File: config.mk
export PLATFORM = sky130hd
export DESIGN_NAME = sparse_polynomial_term_table
export DESIGN_NICKNAME = d
export VERILOG_FILES = /design/src/hdl/sptt_pkg.sv /design/src/hdl/sparse_polynomial_term_table.sv
export SDC_FILE = /design/constraint.sdc
export NUM_CORES = 2
export LEC_CHECK = 0
export BUFFER_PORTS_ARGS = -buffer_cell sky130_fd_sc_hd__clkbuf_2
export CAP_MARGIN = 20
export CORE_ASPECT_RATIO = 1.75
export CORE_MARGIN = 3
export CORE_UTILIZATION = 42
export CTS_CLUSTER_DIAMETER = 60
export DETAILED_ROUTE_END_ITERATION = 8
export PLACE_DENSITY_LB_ADDON = 0.3
export SLEW_MARGIN = 20
export SYNTH_ARGS = -nofsm -noshare
export SYNTH_HDL_FRONTEND = slang
export SYNTH_SLANG_ARGS = --single-unit
File: constraint.sdc
create_clock -name clk -period 13.3 [get_ports clk]
set_input_delay 1.33 -clock clk [delete_from_list [all_inputs] [get_ports clk]]
set_output_delay 1.33 -clock clk [all_outputs]
set_load 0.005 [all_outputs]
File: src/hdl/sptt_pkg.sv
// Package for the sparse polynomial term table: command codes, status codes,
// sequencer states and sizing constants. No dependencies.
`timescale 1ns / 1ps
package sptt_pkg;
  localparam int TERMS_DEFAULT = 16;
  localparam int COEF_W = 32;
  localparam int EXP_W = 16;

  typedef enum logic [2:0] {
    CMD_ADD   = 3'd0,
    CMD_SUB   = 3'd1,
    CMD_MUL   = 3'd2,
    CMD_QUERY = 3'd3,
    CMD_CLEAR = 3'd4,
    CMD_SORT  = 3'd5,
    CMD_DUMP  = 3'd6,
    CMD_NONE  = 3'd7
  } cmd_t;

  typedef enum logic [1:0] {
    ST_OK       = 2'd0,
    ST_FULL     = 2'd1,
    ST_OVERFLOW = 2'd2
  } status_t;

  typedef enum logic [3:0] {
    S_IDLE,
    S_FIND,     // scan for matching exponent (add, sub, query)
    S_MERGE,    // write back merged coefficient
    S_OVCHK,    // multiply: exponent overflow check
    S_MULT,     // multiply: one term per step through shared multiplier
    S_MULWB,    // multiply: write product back
    S_COMPACT,  // drop zero terms, one entry per cycle
    S_SORTRD,   // insertion sort: read key
    S_SORTSH,   // insertion sort: shift one entry
    S_DUMP,     // emit one term
    S_RESULT    // single result word
  } state_t;
endpackage

File: src/hdl/sparse_polynomial_term_table.sv
// Sparse polynomial term table, top level.
// Depends on sptt_pkg. Term storage is two small register arrays in this module.
`timescale 1ns / 1ps
// Holds up to TERMS (exponent, coefficient) terms with distinct exponents and
// nonzero coefficients. One command per input word: add, subtract, multiply
// by a monomial, query, clear, sort (falling exponent) and dump. Commands are
// executed by a small sequencer that walks the table entry by entry
// through its comparators, adders and one 32x32 multiplier; the block drops
// ready for the whole command. Add, subtract and query scan for the exponent;
// add and subtract then merge into a hit, with a compaction pass when the sum
// cancels, or append a new term; multiply runs an overflow-check pass, a
// multiply step and a write-back step per term, then a compaction pass; sort is
// insertion sort at one shift per cycle; dump emits one word per term as the
// output side takes them, or one result word on an empty table. Result words
// leave through an output register; last marks the final word of a command.
// No clearing pass after reset: only entries below term_count are ever read.
module sparse_polynomial_term_table #(
  parameter int TERMS = sptt_pkg::TERMS_DEFAULT
) (
  input  logic                           clk,
  input  logic                           rst,
  input  logic                           in_valid,
  output logic                           in_ready,
  input  logic [2:0]                     cmd,
  input  logic signed [31:0]             term_coef,
  input  logic [15:0]                    term_exp,
  output logic                           out_valid,
  input  logic                           out_ready,
  output logic signed [31:0]             out_coef,
  output logic [15:0]                    out_exp,
  output logic [$clog2(TERMS+1)-1:0]     term_count,
  output logic [1:0]                     status,
  output logic                           last
);
  import sptt_pkg::*;

  localparam int IW = (TERMS > 1) ? $clog2(TERMS) : 1;
  localparam int CW = $clog2(TERMS + 1);

  logic [EXP_W-1:0]  exps  [TERMS];
  logic [COEF_W-1:0] coefs [TERMS];
  logic [CW-1:0]     count, count_next;

  state_t state, state_next;
  cmd_t   op;
  logic [COEF_W-1:0] arg_coef;
  logic [EXP_W-1:0]  arg_exp;
  logic [CW-1:0]     idx, wr;       // scan index, compaction write index
  logic [CW-1:0]     jdx;           // sort inner index
  logic [EXP_W-1:0]  key_exp;
  logic [COEF_W-1:0] key_coef;
  logic [COEF_W-1:0] prod;
  logic [COEF_W-1:0] query_val;

  logic [IW-1:0] ia, ja, wa, jm1;
  assign ia  = idx[IW-1:0];
  assign ja  = jdx[IW-1:0];
  assign wa  = wr[IW-1:0];
  assign jm1 = IW'(jdx - CW'(1));

  logic scan_done, hit, ovf;
  logic [COEF_W-1:0] sum;
  logic [EXP_W:0]    esum;
  assign scan_done = (idx >= count);
  assign hit       = !scan_done && (exps[ia] == arg_exp);
  assign sum       = coefs[ia] + arg_coef;
  assign esum      = {1'b0, exps[ia]} + {1'b0, arg_exp};
  assign ovf       = esum[EXP_W];

  logic out_free;
  assign out_free = !out_valid || out_ready;
  assign in_ready = (state == S_IDLE) && out_free;

  // next state
  always_comb begin
    state_next = state;
    unique case (state)
      S_IDLE: begin
        if (in_valid && in_ready) begin
          unique case (cmd_t'(cmd))
            CMD_ADD, CMD_SUB, CMD_QUERY: state_next = S_FIND;
            CMD_MUL:   state_next = S_OVCHK;
            CMD_SORT:  state_next = S_SORTRD;
            CMD_DUMP:  state_next = (count == '0) ? S_RESULT : S_DUMP;
            default:   state_next = S_RESULT;
          endcase
        end
      end
      S_FIND: begin
        if (hit) state_next = (op == CMD_QUERY) ? S_RESULT : S_MERGE;
        else if (scan_done) state_next = S_RESULT;
      end
      S_MERGE:   state_next = (sum == '0) ? S_COMPACT : S_RESULT;
      S_OVCHK: begin
        if (scan_done) state_next = S_MULT;
        else if (ovf) state_next = S_RESULT;
      end
      S_MULT:    state_next = scan_done ? S_COMPACT : S_MULWB;
      S_MULWB:   state_next = S_MULT;
      S_COMPACT: if (scan_done) state_next = S_RESULT;
      S_SORTRD:  if (scan_done) state_next = S_RESULT;
                 else state_next = S_SORTSH;
      S_SORTSH: begin
        if (jdx == '0 || exps[jm1] >= key_exp) state_next = S_SORTRD;
      end
      S_DUMP: begin
        if (out_free && idx + CW'(1) >= count) state_next = S_IDLE;
      end
      S_RESULT:  if (out_free) state_next = S_IDLE;
      default:   state_next = S_IDLE;
    endcase
  end

  // status of the command's result
  status_t res_status;
  always_ff @(posedge clk) begin
    if (rst) begin
      state <= S_IDLE;
      count <= '0;
      out_valid <= 1'b0;
    end else begin
      state <= state_next;
      count <= count_next;
      if (out_ready) out_valid <= 1'b0;
      if ((state == S_RESULT || state == S_DUMP) && out_free) out_valid <= 1'b1;
    end
  end

  // datapath
  always_comb begin
    count_next = count;
    unique case (state)
      S_IDLE:  if (in_valid && in_ready && cmd_t'(cmd) == CMD_CLEAR) count_next = '0;
      S_FIND:  if (scan_done && op != CMD_QUERY && arg_coef != '0 && count < CW'(TERMS))
                 count_next = count + CW'(1);
      S_COMPACT: if (scan_done) count_next = wr;
      default: ;
    endcase
  end

  always_ff @(posedge clk) begin
    unique case (state)
      S_IDLE: begin
        if (in_valid && in_ready) begin
          op        <= cmd_t'(cmd);
          arg_coef  <= (cmd_t'(cmd) == CMD_SUB) ? (COEF_W'(0) - term_coef) : term_coef;
          arg_exp   <= term_exp;
          idx       <= (cmd_t'(cmd) == CMD_SORT) ? CW'(1) : '0;
          wr        <= '0;
          query_val <= '0;
          res_status <= ST_OK;
        end
      end
      S_FIND: begin
        if (hit) begin
          if (op == CMD_QUERY) query_val <= coefs[ia];
        end else if (scan_done) begin
          if (op != CMD_QUERY && arg_coef != '0) begin
            if (count < CW'(TERMS)) begin
              exps[ia]  <= arg_exp;
              coefs[ia] <= arg_coef;
            end else begin
              res_status <= ST_FULL;
            end
          end
        end else begin
          idx <= idx + CW'(1);
        end
      end
      S_MERGE: begin
        coefs[ia] <= sum;
        idx <= '0;
      end
      S_OVCHK: begin
        if (scan_done) idx <= '0;
        else if (ovf) res_status <= ST_OVERFLOW;
        else idx <= idx + CW'(1);
      end
      S_MULT: begin
        if (scan_done) idx <= '0;
        else prod <= COEF_W'(coefs[ia] * arg_coef);
      end
      S_MULWB: begin
        coefs[ia] <= prod;
        exps[ia]  <= esum[EXP_W-1:0];
        idx <= idx + CW'(1);
      end
      S_COMPACT: begin
        if (!scan_done) begin
          if (coefs[ia] != '0) begin
            exps[wa]  <= exps[ia];
            coefs[wa] <= coefs[ia];
            wr <= wr + CW'(1);
          end
          idx <= idx + CW'(1);
        end
      end
      S_SORTRD: begin
        if (!scan_done) begin
          key_exp  <= exps[ia];
          key_coef <= coefs[ia];
          jdx <= idx;
        end
      end
      S_SORTSH: begin
        if (jdx == '0 || exps[jm1] >= key_exp) begin
          exps[ja]  <= key_exp;
          coefs[ja] <= key_coef;
          idx <= idx + CW'(1);
        end else begin
          exps[ja]  <= exps[jm1];
          coefs[ja] <= coefs[jm1];
          jdx <= jdx - CW'(1);
        end
      end
      S_DUMP: begin
        if (out_free) begin
          out_coef   <= coefs[ia];
          out_exp    <= exps[ia];
          term_count <= count;
          status     <= ST_OK;
          last       <= (idx + CW'(1) >= count);
          idx <= idx + CW'(1);
        end
      end
      S_RESULT: begin
        if (out_free) begin
          out_coef   <= query_val;
          out_exp    <= arg_exp;
          term_count <= count;
          status     <= res_status;
          last       <= 1'b1;
        end
      end
      default: ;
    endcase
  end

`ifndef SYNTHESIS
  a_count_max: assert property (@(posedge clk) disable iff (rst)
    count <= CW'(TERMS)) else $error("term count above capacity");
  a_busy_ready: assert property (@(posedge clk) disable iff (rst)
    (state != S_IDLE) |-> !in_ready) else $error("ready while busy");
  a_clear: assert property (@(posedge clk) disable iff (rst)
    (in_valid && in_ready && cmd_t'(cmd) == CMD_CLEAR) |=> (count == '0))
    else $error("clear did not empty table");
`endif
endmodule

### After elaboration in Yosys (flattened, before gate mapping)

Memories as Yosys holds them, arrays and structs flattened. A register that Yosys moved wholly into a read port is not among the register bits.
Cells that the tools add are included.

* flip-flop bits (word level): 246
* latch bits: 0
* RAM bits: 768
* bits in read-only memories: 0
* bits of input ports: 55
* output and inout port bits: 58
* word-level logic and storage cells: 231
* memories kept: 2

* add/sub/neg operators: 7
* multipliers: 1
* divide/modulo/power cells: 0
* order comparisons: 4
* equality and inequality tests: 42
* shift-type cells: 0
* multiplexer cells: 102
* bitwise logic cells: 6
* reductions and logical operators: 48

Memories
* coefs: depth 16, width 32, read ports 2, clocked after memory_dff 1, write ports 1, RTL line sparse_polynomial_term_table.sv:41 `logic [COEF_W-1:0] coefs [TERMS];`
* exps: depth 16, width 16, read ports 2, clocked after memory_dff 1, write ports 1, RTL line sparse_polynomial_term_table.sv:40 `logic [EXP_W-1:0] exps [TERMS];`

Operators with widths (count)
* 32-bit two-way mux: 11
* 32-bit one-hot mux with 2 select lines: 2
* 16-bit two-way mux: 6
* 5-bit two-way mux: 16
* 4-bit two-way mux: 16
* 32-bit nonzero test: 2
* 32-bit OR reduction: 2
* 5-bit one-hot mux with 9 select lines: 1
* 4-bit one-hot mux with 11 select lines: 1
* 2-bit != test (second input constant): 19
* 32-bit adder: 1
* 32-bit zero test: 1
* 32-bit by 32-bit multiplier with 32-bit output: 1
* 16-bit one-hot mux with 2 select lines: 1
* 16-bit OR reduction: 2
* 1-bit by 32-bit subtractor with 32-bit output (first input constant): 1
* 1-bit two-way mux: 29
* 2-bit two-way mux: 12
* 5-bit one-hot mux with 2 select lines: 2
* 16-bit by 16-bit adder with 17-bit output: 1
* 16-bit == test: 1
* 4-bit by 3-bit == test with 1-bit output (second input constant): 4
* 16-bit >= comparator: 1
* 4-bit one-hot mux with 4 select lines: 1
* 36 further kinds: 76

### Logic depth before layout (Yosys ltp)

* depth in word-level cells: 11
* gate-level depth with buffers: 38
* depth with buffers taken out: 31

### Worst setup path after synthesis

Ideal clock, no wire load.

* path kind: reg2reg
* start point: register (tool-made name)
* end point: register prod[29] (data pin)
* library setup time: 0.258 ns
* arrival: 8.880 ns
* required time: 13.042 ns
* setup slack: 4.163 ns
* cell stages (with the launch flop): 38
* buffers on the path: 7
* period minus slack after synthesis: 9.137 ns
* cells stage by stage: dfxtp_1 -> buf_4 -> buf_6 -> buf_6 -> buf_2 -> buf_2 -> buf_2 -> mux4_2 -> nor2b_1 -> a211oi_1 -> a21oi_1 -> clkbuf_1 -> and2_1 -> fa_1 -> inv_1 -> fa_1 -> inv_1 -> fa_1 -> [2 not listed] -> inv_1 -> ha_1 -> ha_1 -> fa_1 -> inv_1 -> fa_1 -> inv_1 -> ha_1 -> or3_1 -> a31o_2 -> a31o_2 -> o21ai_0 -> o21a_1 -> o21ai_0 -> a21o_1 -> a41oi_1 -> nor2b_1 -> xnor2_1

RTL lines
* end signal: assignment: RTL line sparse_polynomial_term_table.sv:181 `else prod <= COEF_W'(coefs[ia] * arg_coef);`
* end: declaration: RTL line sparse_polynomial_term_table.sv:52 `logic [COEF_W-1:0] prod;`

==> results.tsv <==
metric	value	unit
outcome	finished clean	
postcts setup bufs	0	
count of different cell masters after synthesis	80	
Die Span X	305.5	microns
EDFF count, synth	1004	
reg2reg path depth	27	
worst setup margin	3370	ps
GRT Max-Usage Layer	met2	
ranking of synthesized cells by instance count	edfxtp_1 (1004), inv_1 (487), mux4_2 (454)	
Hold Path Class	reg2reg	
post-DP HPWL	142900	microns
vias	41950	
reg2reg setup slack	3370	ps
clock-pin transition on the worst setup and hold timing paths	70	ps
minimum clock period	9930	ps
post-synthesis mux area share	0.1783	
HP Start	query_val[9]$_SDFFCE_PN0P_	
main combinational cell family by area after synthesis	multiplexers	
area grow syn2layout	10.88	%
number of detailed-route iterations in the first pass	5	
slowest stage cell, crit path	dfxtp_4	
Crit path max-delay family	adder cells	
period utilization	0.7466	
final WL	206500	microns
met2 Usage GRT	0.4671	
cts repair resizes	0	
Hold Buf Count CTS	0	
Post-route DRC	0	
final core occ	0.4707	
area of the mapped netlist	65940	sq um
top cells by area, synth	edfxtp_1 (46%), mux4_2 (16%), fa_1 (12%)	
Post-Synth Adder-Cell Area	0.1632	
Synth Area in XOR/XNOR	0.02125	
hold path cells	2	
H-tree depth	3	
count of warnings emitted by yosys	0	
cell mode on critical path	xnor2_1	
Fin Clk Skew	95.64	ps
Vias per Instance	6.042	
final setup fails	0	
Initial Utilization	0.4245	
first-pass GRT wire length	303100	microns
post-synthesis compound-gate area fraction	0.05110	
Slew Limit Fails	0	
register area share after synthesis	0.4614	
GR Util met3	0.04136	
clock sink count	1018	
CP required	13800	ps
Die Height	530.2	microns
asr flop ratio synth	0	
IO Count	113	
layout cell share with drive strength beyond 1	0.2102	
critical path endpoint category	flop	
Inserted Clock Buffers	102	
FF+latch count, synth	1018	
Synth Area per Inst	13.89	sq um
critical path class	reg2reg	
Synth area leader	edfxtp_1	
Row Count	191	
critical path peak fanout	92	
worst rel slew slack	0.2751	
Critical Path AT	10430	ps
initial antenna violation count	5	
DR iter-0 viols	3516	
vias in the first global route	45120	
Max Clk Rate	0.1007	GHz
CP Buf/Inv Count	3	
CP Launch Type	flop	
nets@finish	5498	
hold worst-path end	out_coef[9]$_DFFE_PP_	
area share of the largest cell type after synthesis	0.4572	
post-route ant nets	0	
Die ar.	162000	sq um
grt ovf	0	
Cells after Synth	4748	
RSZ-0062 raised after global routing	false	
Clock Path Buffers	3	
Routed WL per cell	29.74	microns
actual slew at the worst max-slew pin	1082	ps
TritonCTS clock tree	yes	
GPL Wtd Cong	0.9557	
setup TNS	0	ps
root buf cell	clkbuf_16	
All-Layer GR Usage	0.2572	
final hold viol count	0	
pre-CTS setup slack	3397	ps
port buffer count	112	
post-synthesis simple-gate area fraction	0.07963	
Core Area	155300	sq um
Post-synth top flop	edfxtp_1	
max-capacitance violation count	0	
FF-to-FF End	prod[31]$_DFFE_PP_	
met1 Use GR	0.2764	
syn nets	5417	
clock network latency to the later pin of the worst-skew pair	760	ps
count leader, synth	edfxtp_1	
Worst path max stage delay	870	ps
largest net degree at the start of global routing	93	
==> per-stage QoR <==
| stage | cells | hold slack [ps] | area, sq um |
|---|---|---|---|
| finish | 6943 | 486.8 | 73120 |
| global route | 6942 | 532.0 | 73110 |
| CTS | 6937 | 478.0 | 72980 |
| detailed placement | 6747 | 485.1 | 69430 |
| global placement | 6746 | 473.2 | 69400 |
| floorplan | 4748 | 456.9 | 65940 |
==> sequential cells by signal (all words and copies together), names as in the netlist, 16 cells and up, named ones only <==
signal,cells
coefs,512
exps,256
arg_coef,32
key_coef,32
out_coef,32
prod,32
query_val,32
arg_exp,16
key_exp,16
out_exp,16
==> final cells by class <==
type,count,area (sq um)
fillers,13550,82220
multi-input cells,2961,33040
flip-flops and latches,1018,30440
clock buffers,118,2643
well taps,2026,2535
inverters,494,1854
repair buffers,252,1682
clock inverters,72,909.6
diodes,2,5.005
==> layout by cell type (no fill, tap or decap), types with 18 or more instances in the layout <==
cell type  netlist  routed
o21a_1          19      19
nor2_4           0      28
a31oi_1         31      20
nor2_1         221     185
xor2_1          42      42
clkbuf_2         0     112
fa_1           410     410
o211ai_1        51      51
nor4_1          18      18
nor3_1          41      38
xnor2_1        118     116
inv_1          487     486
a21o_1          44      44
buf_4            6     131
mux2i_1         82      73
and2_1         287     287
a211oi_1        35      35
ha_1           204     203
clkinv_2         0      20
mux4_2         454     454
o21ai_0        104     102
edfxtp_1      1004    1004
nor2b_1         32      32
nand2_1        374     373
clkbuf_16        0     102
nand3_1         23      23
mux2_2          58      58
a21oi_1        111     102
==> kinds of logic (layout without fill, tap and decap cells) <==
kind of cell / count (synthesis) / in the layout
other: 0 / 2
adders and majority gates: 614 / 614
DFF: 1018 / 1018
xor gates and xnor gates: 160 / 160
and+or+nand+nor: 1080 / 1080
muxes: 597 / 597
buffers and inverters: 769 / 936
AOI/OAI and AO/OA: 510 / 510
==> worst min-delay path: stages, from the launching register on <==
cell and delay [ps]:
edfxtp_1 320, nand2_1 50, o21ai_0 80
==> routing by layer <==
layer  routed length, microns  share of wire
met1                    68430           0.33
met3                    13320          0.064
met2                   108800           0.53
met5                       15       0.000073
met4                    15910          0.077
==> how the worst max path moves through the flow <==
stage                    endpoint  slack [ps]  startpoint  cells after the start
2_1_floorplan  prod[29]$_DFFE_PP_        4160        flop                     37
3_3_place_gp   prod[31]$_DFFE_PP_        3490        flop                     29
3_5_place_dp   prod[31]$_DFFE_PP_        3400        flop                     27
4_1_cts        prod[31]$_DFFE_PP_        3360        flop                     27
5_1_grt        prod[31]$_DFFE_PP_        2990        flop                     27
6_report       prod[31]$_DFFE_PP_        3370        flop                     27
Power is not shown: default switching activity piles up to over one toggle a cycle in this logic, so the estimate is an artifact.
